`src/dzam_queue.sv`:
```
// Two-entry request queue between front and back.
// No package dependencies.
module dzam_queue #(
  parameter int W = 12
) (
  input  logic         clk,
  input  logic         rst_n,
  input  logic         push,
  input  logic [W-1:0] push_data,
  output logic         push_ready,
  input  logic         pop,
  output logic         pop_valid,
  output logic [W-1:0] pop_data
);

  logic [W-1:0] slot_r [2];
  logic         wr_ptr_r, rd_ptr_r;
  logic [1:0]   count_r;

  assign push_ready = (count_r != 2'd2);
  assign pop_valid  = (count_r != 2'd0);
  assign pop_data   = slot_r[rd_ptr_r];

  always_ff @(posedge clk) begin
    if (!rst_n) begin
      wr_ptr_r <= 1'b0;
      rd_ptr_r <= 1'b0;
      count_r  <= 2'd0;
    end else begin
      if (push) wr_ptr_r <= !wr_ptr_r;
      if (pop)  rd_ptr_r <= !rd_ptr_r;
      if (push && !pop)      count_r <= count_r + 2'd1;
      else if (pop && !push) count_r <= count_r - 2'd1;
    end
    if (push) slot_r[wr_ptr_r] <= push_data;
  end

endmodule

```
`config.mk`:
```
export PLATFORM = sky130hd
export DESIGN_NAME = dzam_queue
export DESIGN_NICKNAME = d
export VERILOG_FILES = /design/src/dzam_queue.sv
export SDC_FILE = /design/constraint.sdc
export NUM_CORES = 1
export LEC_CHECK = 0
export ABC_AREA = 1
export BUFFER_PORTS_ARGS = -buffer_cell sky130_fd_sc_hd__buf_2
export CAP_MARGIN = 20
export CORE_MARGIN = 10
export CORE_UTILIZATION = 45
export DETAILED_ROUTE_END_ITERATION = 10
export GPL_TIMING_DRIVEN = 0
export PLACE_DENSITY = 0.73
export SLEW_MARGIN = 25
export SYNTH_ARGS = -nofsm -noshare
export SYNTH_HDL_FRONTEND = slang
export SYNTH_SLANG_ARGS = --single-unit
```
`constraint.sdc`:
```
create_clock -name clk -period 1.1 [get_ports clk]
set_input_delay 0.22 -clock clk [delete_from_list [all_inputs] [get_ports clk]]
set_output_delay 0.22 -clock clk [all_outputs]
set_load 0.05 [all_outputs]
```
# [Word level (Yosys, flattened, before mapping)]
# Memory sizes are Yosys's and may differ from the RTL's. A register that Yosys moved wholly into a read port is not among the register bits.
# Index checks and enable logic that the tools add are counted.
[totals] n_memories=1 input_bits=16 word_cells=21 regBits=4 mem_bits_rw=24 output_inout_bits=14
[memory_table] name="slot_r" depth=2 word_bits=12 rd=1 rd_ports_with_merged_regs=1 wr=1 line_no="16" text="logic [W-1:0] slot_r [2];"
[op_classes] eq_ne=1 muxes=6 reduce_logical=8 addsub=2
[ops] op="$logic_not 1->1" n=4
[ops] op="$mux 1" n=4
[ops] op="$mux 2" n=2
[ops] op="$reduce_bool 2->1" n=2
[ops] op="$add 2x1->2 const B" n=1
[ops] op="$logic_and 1x1->1" n=2
[ops] op="$ne 2x2->1 const B" n=1
[ops] op="$sub 2x1->2 const B" n=1

# [Depth between registers and ports, before layout]
[depth] ltp_word=4 depth_mapped=8

# [Worst setup path before layout]
# OpenSTA, ideal clock, no wires.
[synth_path] path_kind="reg-to-reg" start="register wr_ptr_r" end="memory slot_r[0][0], enable pin" t_arrival_ps=853 setup_time_ps=380 slack_ps=-133 n_path_buf=0 synth_period_minus_slack_ps=1233 required_time_ps=720 stages_incl_launch_ff=2 cell_sequence="dfxtp_1 -> nor2_1"
[synth_lines] item="start: declaration" line_no="17" text="logic wr_ptr_r, rd_ptr_r;"
[synth_lines] item="start signal: assignment" line_no="30" text="if (push) wr_ptr_r <= !wr_ptr_r;"
[synth_lines] item="end: declaration" line_no="16"
# Straight into the memory's write port.

==> results.tsv <==
metric	value	unit
critPathRequiredTime	0.88	ns
syn_inst	72	
nNetsFinal	128	
totalPowerFinal	2.47	mW
grt_pass1_vias	750	
fin_skew	0.00775	ns
fin_crit_sh	138	%
multi_input_area	294	um2
nFillCells	188	
slew_headroom	76.7	%
maxSlewViolCount	0	
worstHoldPathCells	1	
wl_met3	205	um
wl_per_cell	13.7	um
r2r_cells	1	
grt_pass1_wl	3170	um
drcViolationCount	0	
gr-total-overflow	0	
cts_tree	done	
violations	negative setup slack	
root_buffer	clkbuf_4	
place_congestion	0.611	
final.setup.tns	-4.76	ns
wl_met1	662	um
die-area	4920	um2
hpwl	1420	um
ys_seq_area_share	72.5	%
io_buffers	29	
dr.pass1.iters	2	
syn-cell-area	1130	um2
drt_iter0_drc	12	
run_status	finished, violations left	
hold_violations	0	
syn_avg_cell_area	15.7	um2
synth_nets	89	
met2WireLength	1050	um
layout_common_cells	edfxtp_1 (24), buf_2 (15), mux2_4 (11), buf_6 (10), nand2_1 (7)	
htreeDepth	2	
drive_gt1_share	54.5	%
drv_cap	0	
post-route-util	63.5	%
ir_worst_vdd	1.20	mV
numCtsBuffers	5	
yosys_warnings	0	
r2r_setup_slack	0.08	ns
critPathMaxFanout	10	
top_layer_used	met4	
clock.fmax	0.660	GHz
p_leak	0.645	nW
hp-start	push_data[9]	
track_usage	8.33	%
rr_startpoint	wr_ptr_r$_SDFFE_PN0P_	
grt_max_degree	13	
setup_viol	14	
postRouteAntennaNets	0	
crit_path_end_kind	output pin	
rsz0062_at_grt	true	
min_period	1.52	ns
clock_sinks	29	
num_io_pins	30	
seqCellArea	827	um2
start_util	46.6	%
dp.cells	131	
wirelength	1950	um
clock_latency	0.31	ns
syn_to_final_growth	36.4	%
layout.cells.non_filler	142	
row_count	18	
coreArea	2430	um2
antenna_found_initial	0	
dieHeight	70.2	um
crit_type	flop to output pin	
r2r-end	slot_r[0][1]$_DFFE_PP_	
cp-start-kind	flop	
cts_buffer_depth	2	
num_vias	672	
die_width	70.2	um
cp.arrival	1.30	ns
via_per_inst	4.73	
power.density	1600	nW/um2
fin_ws	-0.416	ns
min_path_type	input port to flop	
ys_ff_latch	29	
worstMarginPinSlew	0.349	ns
synthDistinctLibCells	13	
whs_endpoint	slot_r[1][9]$_DFFE_PP_	
path_clk_slew	0.09	ns
layout_commonest_cell	edfxtp_1	
num_antenna_cells	0	
## per-stage QoR
step | worst slack, ns | hold WS (ns) | instance area, um2
after detailed placement | -0.174 | 0.412 | 1320
after floorplan | 0.00273 | 0.319 | 1140
final | -0.416 | 0.0897 | 1540
after global placement | -0.166 | 0.408 | 1320
after CTS | -0.432 | 0.0756 | 1520
after global routing | -0.481 | 0.0679 | 1540
## cells in the mapped netlist
master,count,area (um2)
mux2_4,10,150
nand3_1,1,5.00
nor2_1,7,26.3
nand4_1,1,6.26
mux2_2,2,22.5
ha_1,1,12.5
inv_1,8,30.0
edfxtp_1,24,721
a21oi_1,1,5.00
nand2_1,10,37.5
o21ai_0,1,5.00
dfxtp_1,5,100
buf_6,1,11.3
## cell families after synthesis
group                      share of synthesized area [%]
DFF                                                 72.5
muxes                                               15.2
and+or+nand+nor                                     6.63
AOI/OAI and AO/OA                                  0.883
adders and majority gates                           1.10
buffers and inverters                               3.65
## state kept, by name, summed over array words and instances (netlist names), named ones only
signal	count
slot_r	24
count_r	2
rd_ptr_r	1
wr_ptr_r	1
## final cells by class
class	count	area share (%)
Multi-Input combinational cell	34	19.0
Sequential cell	29	53.6
Clock buffer	8	3.81
Timing Repair inverter	1	0.486
Buffer	1	1.30
Timing Repair Buffer	31	17.0
Tap cell	30	2.43
Inverter	8	2.35
## how the worst max path moves through the flow
stage,from,endpoint,slack (ns),cells after the start
floorplan,flop,pop_data[0],0.003,2
global placement,flop,pop_data[7],-0.17,3
detailed placement,flop,pop_data[7],-0.17,3
CTS,flop,pop_data[7],-0.43,3
global route,flop,pop_data[7],-0.48,3
finish,flop,pop_data[7],-0.42,3
## routing by layer
| layer | up-vias | track usage, % |
|---|---|---|
| li1 | 332 | - |
| met2 | 24 | 14.0 |
| met3 | 4 | 5.51 |
| met5 | - | 0 |
| met1 | 312 | 6.82 |
| met4 | 0 | 5.92 |
## worst max-delay path, cell delays in order (launching register included)
cell and delay (ns):
dfxtp_4 0.37, buf_12 0.14, mux2_4 0.32, buf_8 0.15
## timing repair
item	CTS	global route
hold buffers	0	0
buffers inserted	2	0
gates resized for setup	40	8
setup endpoints to repair	38	26
gates cloned	0	1
## where the power goes
| group | leakage, nW | internal (mW) | total [mW] | switching, mW |
|---|---|---|---|---|
| logic | 0.344 | 0.236 | 0.560 | 0.324 |
| registers | 0.268 | 1.26 | 1.29 | 0.0286 |
| clock network | 0.0326 | 0.315 | 0.624 | 0.309 |
Power figures use the tool's default switching activity.
