`src/dzam_pkg.sv`:
```
// Shared types and constants for the decaying zone activity map.
// No dependencies; used by dzam_front, dzam_back and the top level.
package dzam_pkg;

  localparam int LOC_W    = 8;
  localparam int STR_W    = 25;
  localparam int CNT_W    = 11;

  // Reciprocal divide of an 8-bit location by the zone size
  localparam int RECIP_SH = 16;
  localparam int RECIP_W  = 17;
  localparam int PROD_W   = LOC_W + RECIP_W;

  localparam logic [STR_W-1:0] HIT_STEP     = 25'h0100000;
  localparam logic [STR_W-1:0] STRENGTH_CAP = 25'h1000000;

  typedef enum logic {
    CMD_HIT   = 1'b0,
    CMD_DECAY = 1'b1
  } cmd_t;

  // Classified request passed from front to back
  typedef struct packed {
    logic err;
    cmd_t cmd;
  } req_ctl_t;

endpackage

```
`src/dzam_front.sv`:
```
// Front part: accepts requests, maps location to zone, range checks.
// Depends on dzam_pkg.
module dzam_front #(
  parameter int ZONE_SIZE = 8,
  parameter int ZONE_COLS = 32,
  parameter int ZONE_ROWS = 32,
  parameter int IDX_W     = 10
) (
  input  logic                               clk,
  input  logic                               rst_n,
  input  logic                               clearing,
  input  logic                               in_tvalid,
  output logic                               in_tready,
  input  logic [2*dzam_pkg::LOC_W-1:0]       in_tdata,
  input  logic                               in_tuser,
  output logic                               q_push,
  input  logic                               q_ready,
  output dzam_pkg::req_ctl_t                 q_ctl,
  output logic [IDX_W-1:0]                   q_idx
);

  localparam int RECIP = ((1 << dzam_pkg::RECIP_SH) + ZONE_SIZE - 1) / ZONE_SIZE;

  logic                       f_valid_r;
  dzam_pkg::req_ctl_t         f_ctl_r, f_ctl_nxt;
  logic [dzam_pkg::LOC_W-1:0] f_col_r, f_row_r, col_nxt, row_nxt;
  logic [dzam_pkg::PROD_W-1:0] px, py;
  logic [dzam_pkg::LOC_W+9:0] idx_full;
  logic                       take;

  assign in_tready = !clearing && (!f_valid_r || q_ready);
  assign take      = in_tvalid && in_tready;

  // x / ZONE_SIZE exactly, for 8-bit x and sizes up to 64
  assign px      = dzam_pkg::PROD_W'(in_tdata[dzam_pkg::LOC_W-1:0])
                 * dzam_pkg::PROD_W'(RECIP);
  assign py      = dzam_pkg::PROD_W'(in_tdata[2*dzam_pkg::LOC_W-1:dzam_pkg::LOC_W])
                 * dzam_pkg::PROD_W'(RECIP);
  assign col_nxt = px[dzam_pkg::RECIP_SH +: dzam_pkg::LOC_W];
  assign row_nxt = py[dzam_pkg::RECIP_SH +: dzam_pkg::LOC_W];

  always_comb begin
    f_ctl_nxt.cmd = dzam_pkg::cmd_t'(in_tuser);
    f_ctl_nxt.err = (f_ctl_nxt.cmd == dzam_pkg::CMD_HIT) &&
                    (({1'b0, col_nxt} >= 9'(ZONE_COLS)) ||
                     ({1'b0, row_nxt} >= 9'(ZONE_ROWS)));
  end

  always_ff @(posedge clk) begin
    if (!rst_n) begin
      f_valid_r <= 1'b0;
    end else if (take) begin
      f_valid_r <= 1'b1;
    end else if (q_ready) begin
      f_valid_r <= 1'b0;
    end
    if (take) begin
      f_ctl_r <= f_ctl_nxt;
      f_col_r <= col_nxt;
      f_row_r <= row_nxt;
    end
  end

  // Linear zone index, row major
  assign idx_full = (dzam_pkg::LOC_W+10)'(f_row_r) * (dzam_pkg::LOC_W+10)'(ZONE_COLS)
                  + (dzam_pkg::LOC_W+10)'(f_col_r);
  assign q_idx    = idx_full[IDX_W-1:0];
  assign q_ctl    = f_ctl_r;
  assign q_push   = f_valid_r && q_ready;

endmodule

```
`config.mk`:
```
export PLATFORM = sky130hd
export DESIGN_NAME = dzam_front
export DESIGN_NICKNAME = d
export VERILOG_FILES = /design/src/dzam_pkg.sv /design/src/dzam_front.sv
export SDC_FILE = /design/constraint.sdc
export NUM_CORES = 1
export LEC_CHECK = 0
export BUFFER_PORTS_ARGS = -buffer_cell sky130_fd_sc_hd__buf_4
export CAP_MARGIN = 10
export CORE_AREA = 2 2 39 41
export DETAILED_ROUTE_END_ITERATION = 8
export DIE_AREA = 0 0 41 43
export PLACE_DENSITY = 0.68
export SETUP_SLACK_MARGIN = 0.5
export SLEW_MARGIN = 20
export SYNTH_ARGS = -nofsm -noshare
export SYNTH_HDL_FRONTEND = slang
export SYNTH_SLANG_ARGS = --single-unit
```
`constraint.sdc`:
```
create_clock -name clk -period 1.8 [get_ports clk]
set_input_delay 0.27 -clock clk [delete_from_list [all_inputs] [get_ports clk]]
set_output_delay 0.27 -clock clk [all_outputs]
set_load 0.02 [all_outputs]
```
==> Word level (Yosys, flattened, before mapping) <==
Index checks and enable logic that the tools add are counted.
{ "word_totals": {"latch_bits": 0, "memories": 0, "reg_bits": 13, "rom_bits": 0, "elab_cells": 20, "ramBits": 0, "in_bits": 22, "output_inout_bits": 14} }
{ "classes": {"shift": 0, "reduce_logical": 9, "bitwise_logic": 1, "muxes": 2, "mul": 0, "n_lt_le_gt_ge": 2, "n_eq_ne": 0, "div_mod_pow": 0, "n_addsub": 1} }
{ "op_table": {"columns": ["operator", "count"], "rows": [
  ["5-bit by 6-bit greater-or-equal comparator with 1-bit output, second input constant", 2],
  ["10-bit by 5-bit adder with 10-bit output", 1],
  ["1-bit logical AND", 4],
  ["1-bit zero test", 2],
  ["1-bit logical OR", 2],
  ["1-bit 2-to-1 mux", 2],
  ["2-bit nonzero test", 1],
  ["1-bit inverter", 1]
]} }

==> Depth between registers and ports, before layout <==
Gate-level depths: netlist (run 1).
{ "logic_depth": {"depth_word": 5, "ltp_mapped": 2, "ltp_nobuf": 2} }

==> Worst setup path after synthesis (run 1) <==
OpenSTA, ideal clock, no wires.
{ "synth_path": {"kind": "register to register", "start": "register f_valid_r", "end": "register f_col_r[0] (netlist name), enable pin", "arrival_time_ns": 0.934, "slack_ns": 0.488, "synth_period_minus_slack_ns": 1.312, "required_ns": 1.422, "path_stages_with_launch": 3, "setup_ns": 0.378, "n_path_buf": 0, "path_cell_list": "dfxtp_1 nor2b_1 nor2_1"} }
{ "synth_between": {"elab_chain_len": 4} }
{ "synth_lines": {"columns": ["element", "line", "rtl"], "rows": [
  ["from (decl)", "dzam_front.sv:24", "logic f_valid_r;"],
  ["from (signal assigned)", "dzam_front.sv:51", "f_valid_r <= 1'b0;"],
  ["from (signal assigned)", "dzam_front.sv:53", "f_valid_r <= 1'b1;"],
  ["from (signal assigned)", "dzam_front.sv:55", "f_valid_r <= 1'b0;"],
  ["1-bit zero test", "dzam_front.sv:31", "assign in_tready = !clearing && (!f_valid_r || q_ready);"],
  ["1-bit logical OR", "dzam_front.sv:31", null],
  ["1-bit logical AND", "dzam_front.sv:31", null],
  ["1-bit logical AND", "dzam_front.sv:32", "assign take = in_tvalid && in_tready;"],
  ["named net take", "dzam_front.sv:29", "logic take;"],
  ["to (signal assigned)", "dzam_front.sv:59", "f_col_r <= col_nxt;"],
  ["to (decl)", "dzam_front.sv:26", "logic [dzam_pkg::LOC_W-1:0] f_col_r, f_row_r, col_nxt, row_nxt;"]
]} }
The timed path passes the listed nets, and every way through them passes these cells.
A chain may end at the register's enable or synchronous reset.

==> Worst setup path after layout (run 1) <==
{ "layout_path": {"start": "register f_valid_r", "end": "register f_ctl_r (netlist bit q_ctl[0]), enable pin"} }
{ "layout_between": {"elab_chain_len": 4} }
{ "layout_lines": {"columns": ["element", "line", "rtl"], "rows": [
  ["1-bit zero test", "dzam_front.sv:31", null],
  ["1-bit logical OR", "dzam_front.sv:31", null],
  ["1-bit logical AND", "dzam_front.sv:31", null],
  ["1-bit logical AND", "dzam_front.sv:32", null],
  ["named net take", "dzam_front.sv:29", null],
  ["to (signal assigned)", "dzam_front.sv:58", "f_ctl_r <= f_ctl_nxt;"],
  ["to (decl)", "dzam_front.sv:25", "dzam_pkg::req_ctl_t f_ctl_r, f_ctl_nxt;"]
]} }
The timed path passes the listed nets, and every way through them passes these cells.

==> impl_metrics.py, run 1 <==
metrics = {
    "outcome": {
        "status": "finished clean",
    },
    "final_layout": {
        "final_nets": 75,
        "most-common-layout-cells": "buf_4 (28), edfxtp_1 (11), clkbuf_4 (3)",
        "final_common_cell": "buf_4",
        "n_antenna_cell": 0,
        "final_util": 0.483,
        "drive_above_1_share": 0.654,
        "area_growth_pct": 63.3,
    },
    "sta": {
        "post-route-min-period_ns": 1.25,
        "max_freq_mhz": 800,
        "relSlewSlack": 0.650,
        "tightest_slew_ns": 0.524,
        "setup_slack_ns": 0.551,
        "hold_viol": 0,
        "rsz0062_at_grt": "no",
        "drv_slew": 0,
        "worst_clock_skew_ns": 0.00407,
        "setup_viol": 0,
        "fin_crit_sh": 0.694,
        "finalSetupTns_ns": 0,
    },
    "synthesis": {
        "synth.area.top_cells": "edfxtp_1 (81%), dfxtp_1 (4.9%), nand2b_4 (3.4%), a21boi_1 (1.8%), buf_4 (1.8%)",
        "ys.warnings.count": 0,
        "syn_nets": 43,
        "synth.distinct_cells": 10,
        "synth_cells": 21,
        "yosys.area.top_type": "edfxtp_1",
        "yosysSeqAreaShare": 0.856,
        "synth_area_um2": 409,
        "synth_top_cell_area_share": 0.807,
        "yosys_register_bits": 12,
        "avgSynthCellArea_um2": 19.5,
    },
    "route": {
        "drt_iter0_drc": 1,
        "viasPerCell": 4.21,
        "dr.pass1.iters": 2,
        "ant_nets": 0,
        "num_vias": 286,
        "drc": 0,
        "wire_per_inst_um": 11.0,
        "wirelength_um": 751,
    },
    "flow_run": {
        "maxCapViolCount": 0,
    },
    "clocking": {
        "cts_tree": "built",
        "htreeDepth": 1,
        "cts-root-buf": "clkbuf_4",
        "clock_path_buffers": 2,
        "cts-buffers-inserted": 3,
        "cts-hold-fix-buffers": 0,
        "path_clk_slew_ns": 0.07,
        "clock_sinks": 12,
        "clk_latency_ns": 0.26,
    },
    "setup_path": {
        "critPathArrivalTime_ns": 1.15,
        "end_kind": "flip-flop",
        "startpoint": "f_valid_r$_SDFFE_PN0P_",
        "start_kind": "flip-flop",
        "r2r_cells": 2,
        "path_max_fanout": 11,
        "crit_type": "reg2reg",
        "r2r_start": "f_valid_r$_SDFFE_PN0P_",
        "required_ns": 1.70,
    },
    "pwr": {
        "power_leakage_nw": 0.288,
        "power_mw": 0.559,
        "vdd_drop_max_mv": 0.365,
        "power_density_mw_per_mm2": 837,
    },
    "min_path": {
        "hold_path_depth": 1,
        "worstHoldStart": "in_tdata[12]",
        "hold_class": "in2reg",
    },
    "global_route": {
        "antenna_found_initial": 0,
        "grt-ovfl-total": 0,
        "grt_pass1_vias": 315,
        "grt_pass1_wl_um": 1190,
        "grt.total_usage": 0.102,
        "grt_max_degree": 12,
    },
    "floorplanning": {
        "rows": 14,
        "fp.coreArea_mm2": 0.00138,
        "ios": 36,
        "die_y_um": 43,
        "dieWidth_um": 41,
        "start_util": 0.296,
        "dieArea_mm2": 0.00176,
    },
    "placed_design": {
        "preCtsSetupSlack_ns": 0.486,
        "io_buffers": 28,
        "place_congestion": 0.637,
    },
}
[final timing paths]
check	end	slack, ns
worst max-delay path	q_ctl[0]$_DFFE_PP_	0.55
worst min-delay path	f_row_r[1]$_DFFE_PP_	0.18
worst max register to register	q_ctl[0]$_DFFE_PP_	0.55
worst min register to register	f_valid_r$_SDFFE_PN0P_	0.51
[cells in the mapped netlist]
cell type and number:
and2_1 1, nor2b_1 1, buf_4 1, nor2_1 2
nand2b_4 1, dfxtp_1 1, conb_1 1, edfxtp_1 11
nand2b_1 1, a21boi_1 1
[metal layers]
metal | vias to the layer above | wire length [µm] | global-route usage | part of all wire
met5 | - | 0 | 0 | 0
met4 | 0 | 0 | 0.0200 | 0
met3 | 0 | 128 | 0.0733 | 0.17
met2 | 25 | 368 | 0.175 | 0.49
met1 | 126 | 254 | 0.0906 | 0.34
li1 | 135 | - | - | -
[what timing repair did]
item | in CTS | in global routing
buffers inserted | 0 | 0
pin swaps | 0 | 0
gates resized for setup | 1 | 1
setup endpoints to repair | 1 | 12
[sequential cells by signal (all words and copies together) (netlist names)]
| name | count |
|---|---|
| f_col_r | 5 |
| f_row_r | 5 |
| f_valid_r | 1 |
| q_ctl | 1 |
[kinds of logic (layout without fill, tap and decap cells)]
| kind of cell | Yosys count | after routing | share of synthesized area |
|---|---|---|---|
| AND/OR/NAND/NOR | 6 | 6 | 0.0979 |
| buffers and inverters | 1 | 32 | 0.0184 |
| flip-flops | 12 | 12 | 0.856 |
| AO/OA/AOI/OAI | 1 | 1 | 0.0184 |
| other | 1 | 1 | 0.00917 |
[where the power goes]
part           internal, mW  switching [mW]  leakage [nW]
combinational        0.0404          0.0347         0.162
sequential            0.318         0.00368         0.111
clock                0.0854          0.0768        0.0150
total                 0.444           0.115         0.288
[critical path: stages (launching register included)]
cell and delay, ns:
dfxtp_1 0.33, nor2b_4 0.13, nor2_2 0.43
[final cells by class]
type                       instances  area, µm²
clock buffer                       4       26.3
fill                             135        716
multi-input combinational          8       61.3
sequential                        12        350
tap                               16       20.0
timing repair buffer              28        210
[metrics by stage]
step	instances	hold slack [ns]	instance area, µm²
finish	68	0.183	668
detailed placement	64	0.450	634
global placement	64	0.449	634
global route	68	0.160	668
CTS	68	0.172	663
floorplan	21	0.369	412
Note: power is estimated with default switching activity, not from simulation.
==> run 2, diff against run 1 <==
- ABC_AREA: not set -> 1
- CORE_AREA: 2 2 39 41 -> not set
- CORE_MARGIN: not set -> 2
- CORE_UTILIZATION: not set -> 31
- DIE_AREA: 0 0 41 43 -> not set
- PLACE_DENSITY: 0.68 -> 0.7
- clock period: 1.8 -> 1.13 ns (I/O delays scaled with it)
==> run 2 against run 1 <==
Against the previous run:
- clock skew up 0.0024 ns
- worst hold slack got worse by 0.11 ns
- sequential power increased by 61%
- critical path type is now reg2out
- largest power group unchanged
- highest routed layer unchanged
==> impl_metrics.py, run 2 <==
metrics = {
    "final_layout": {
        "n_antenna_cell": 0,
        "final_nets": 80,
        "n_fill_cell": 120,
        "top_regs": "f_col_r (5), f_row_r (5)",
        "drive_above_1_share": 0.667,
        "seqCellArea_um2": 352,
        "most-common-layout-cells": "buf_4 (16), buf_6 (12), edfxtp_1 (11)",
        "area_growth_pct": 76.9,
        "multi_input_area_um2": 46.3,
        "finalInstanceArea_um2": 737,
        "final_util": 0.574,
        "final_common_cell": "buf_4",
    },
    "synthesis": {
        "ys.warnings.count": 0,
        "synth_common_cells": "edfxtp_1 (11), inv_1 (4), nand2_1 (2)",
        "synth_top_cell_area_share": 0.793,
        "async_reset_ff_frac": 0,
        "yosys_register_bits": 12,
        "synth_cells": 25,
        "yosys.area.top_type": "edfxtp_1",
        "synth.area.top_cells": "edfxtp_1 (79%), dfxtp_1 (4.8%), inv_1 (3.6%), nor3_2 (2.4%), o21ai_2 (2.1%)",
        "syn_nets": 47,
        "avgSynthCellArea_um2": 16.7,
        "synth.most_common_cell": "edfxtp_1",
        "synth-edff-count": 11,
        "synth.distinct_cells": 11,
        "synth_area_um2": 417,
        "synth_top_flop_cell": "edfxtp_1",
        "yosysSeqAreaShare": 0.841,
    },
    "clocking": {
        "cts_tree": "built",
        "cts-root-buf": "clkbuf_4",
        "cts-buffers-inserted": 3,
        "cts-hold-fix-buffers": 0,
        "htreeDepth": 1,
        "path_clk_slew_ns": 0.07,
        "clk_latency_ns": 0.26,
        "clock_path_buffers": 2,
        "clock_sinks": 12,
    },
    "setup_path": {
        "slowest_delay_ns": 0.32,
        "crit_type": "reg2out",
        "crit_cells": 4,
        "cp_slowest_cell": "dfxtp_2",
        "path_max_fanout": 2,
        "path_cells": "nand2_2 -> inv_2 -> nor2_1 -> buf_4",
        "critPathArrivalTime_ns": 0.94,
        "reg2reg_slack_ns": 0.11,
        "cpLargestDelayFamily": "flip-flops",
        "end_kind": "primary output",
        "r2r_cells": 4,
        "start_kind": "flip-flop",
        "cp_num_buf_inv": 2,
        "required_ns": 0.96,
    },
    "global_route": {
        "grt_pass1_wl_um": 1030,
        "grt.total_usage": 0.105,
        "grt_max_degree": 12,
        "antenna_found_initial": 0,
        "grt-ovfl-total": 0,
        "grt_pass1_vias": 270,
    },
    "sta": {
        "setup_slack_ns": 0.0228,
        "finalSetupTns_ns": 0,
        "post-route-min-period_ns": 1.11,
        "worst_clock_skew_ns": 0.00646,
        "fin_crit_sh": 0.980,
        "whs_ns": 0.0780,
        "drv_slew": 0,
        "rsz0062_at_grt": "yes",
        "max_freq_mhz": 903,
        "hold_viol": 0,
        "setup_viol": 0,
    },
    "outcome": {
        "status": "finished clean",
    },
    "min_path": {
        "hold_class": "in2reg",
        "hold_path_depth": 1,
    },
    "route": {
        "dr.pass1.iters": 2,
        "wire_per_inst_um": 10.8,
        "viasPerCell": 4.10,
        "ant_nets": 0,
        "wirelength_um": 778,
        "drt_iter0_drc": 1,
        "num_vias": 295,
        "drc": 0,
    },
    "pwr": {
        "p_seq_frac": 0.565,
        "vdd_drop_max_mv": 0.599,
        "power_density_mw_per_mm2": 1240,
        "power_leakage_nw": 0.335,
        "clockPowerShare": 0.282,
        "p_sw_mw": 0.191,
        "p_sw_frac": 0.209,
        "intPower_mw": 0.724,
        "p_comb_frac": 0.153,
    },
    "floorplanning": {
        "rows": 13,
        "dieWidth_um": 40.7,
        "fp.coreArea_mm2": 0.00128,
        "start_util": 0.324,
        "ios": 36,
        "dieArea_mm2": 0.00165,
        "die_y_um": 40.7,
    },
    "placed_design": {
        "preCtsSetupSlack_ns": 0.100,
        "io_buffers": 28,
        "place_congestion": 0.558,
        "placed_area_um2": 664,
        "dp_hpwl_um": 657,
    },
    "flow_run": {
        "maxCapViolCount": 0,
    },
}
==> run 2: metal layers <==
| metal | vias up | share of wire | global-route usage |
|---|---|---|---|
| met4 | 0 | 0 | 0.0500 |
| met5 | - | 0 | 0 |
| met1 | 126 | 0.34 | 0.109 |
| met2 | 24 | 0.54 | 0.179 |
| li1 | 145 | - | - |
| met3 | 0 | 0.12 | 0.0489 |
==> run 2: logic make-up after synthesis <==
group,share of synthesized area
buffers and inverters,0.0631
other,0.00900
AND/OR/NAND/NOR,0.0661
AO/OA/AOI/OAI,0.0210
flip-flops,0.841
==> run 2: metrics by stage <==
stage / power [mW] / std cells
floorplan: 0.574 / 25
global placement: 0.652 / 68
detailed placement: 0.656 / 68
CTS: 0.938 / 72
global route: 0.966 / 72
finish: 0.915 / 72
==> run 2: power groups by stage <==
stage / clock (mW) / sequential [mW] / combinational [mW]
3_3_place_gp: 0 / 0.522 / 0.130
3_5_place_dp: 0 / 0.524 / 0.132
6_report: 0.258 / 0.517 / 0.140
5_1_grt: 0.296 / 0.518 / 0.152
2_1_floorplan: 0 / 0.544 / 0.0302
4_1_cts: 0.278 / 0.517 / 0.142
==> run 2: layout make-up <==
type                            count  share of cell area
Sequential cell                    12               0.477
Inverter                            5              0.0255
Tap cell                           15              0.0255
Clock buffer                        4              0.0357
Multi-Input combinational cell      7              0.0628
Timing Repair Buffer               29               0.374
==> run 2: path summary, 6_finish.rpt <==
kind                             to              startpoint
max                       in_tready  f_valid_r$_SDFFE_PN0P_
min            f_row_r[4]$_DFFE_PP_            in_tdata[15]
max reg2reg      q_ctl[0]$_DFFE_PP_  f_valid_r$_SDFFE_PN0P_
min reg2reg  f_valid_r$_SDFFE_PN0P_  f_valid_r$_SDFFE_PN0P_
==> run 2: what timing repair did <==
| action | CTS | global route |
|---|---|---|
| endpoints found under the setup margin | 25 | 25 |
| gates resized for setup | 13 | 0 |
| pin swaps | 0 | 0 |
| setup buffers | 0 | 0 |
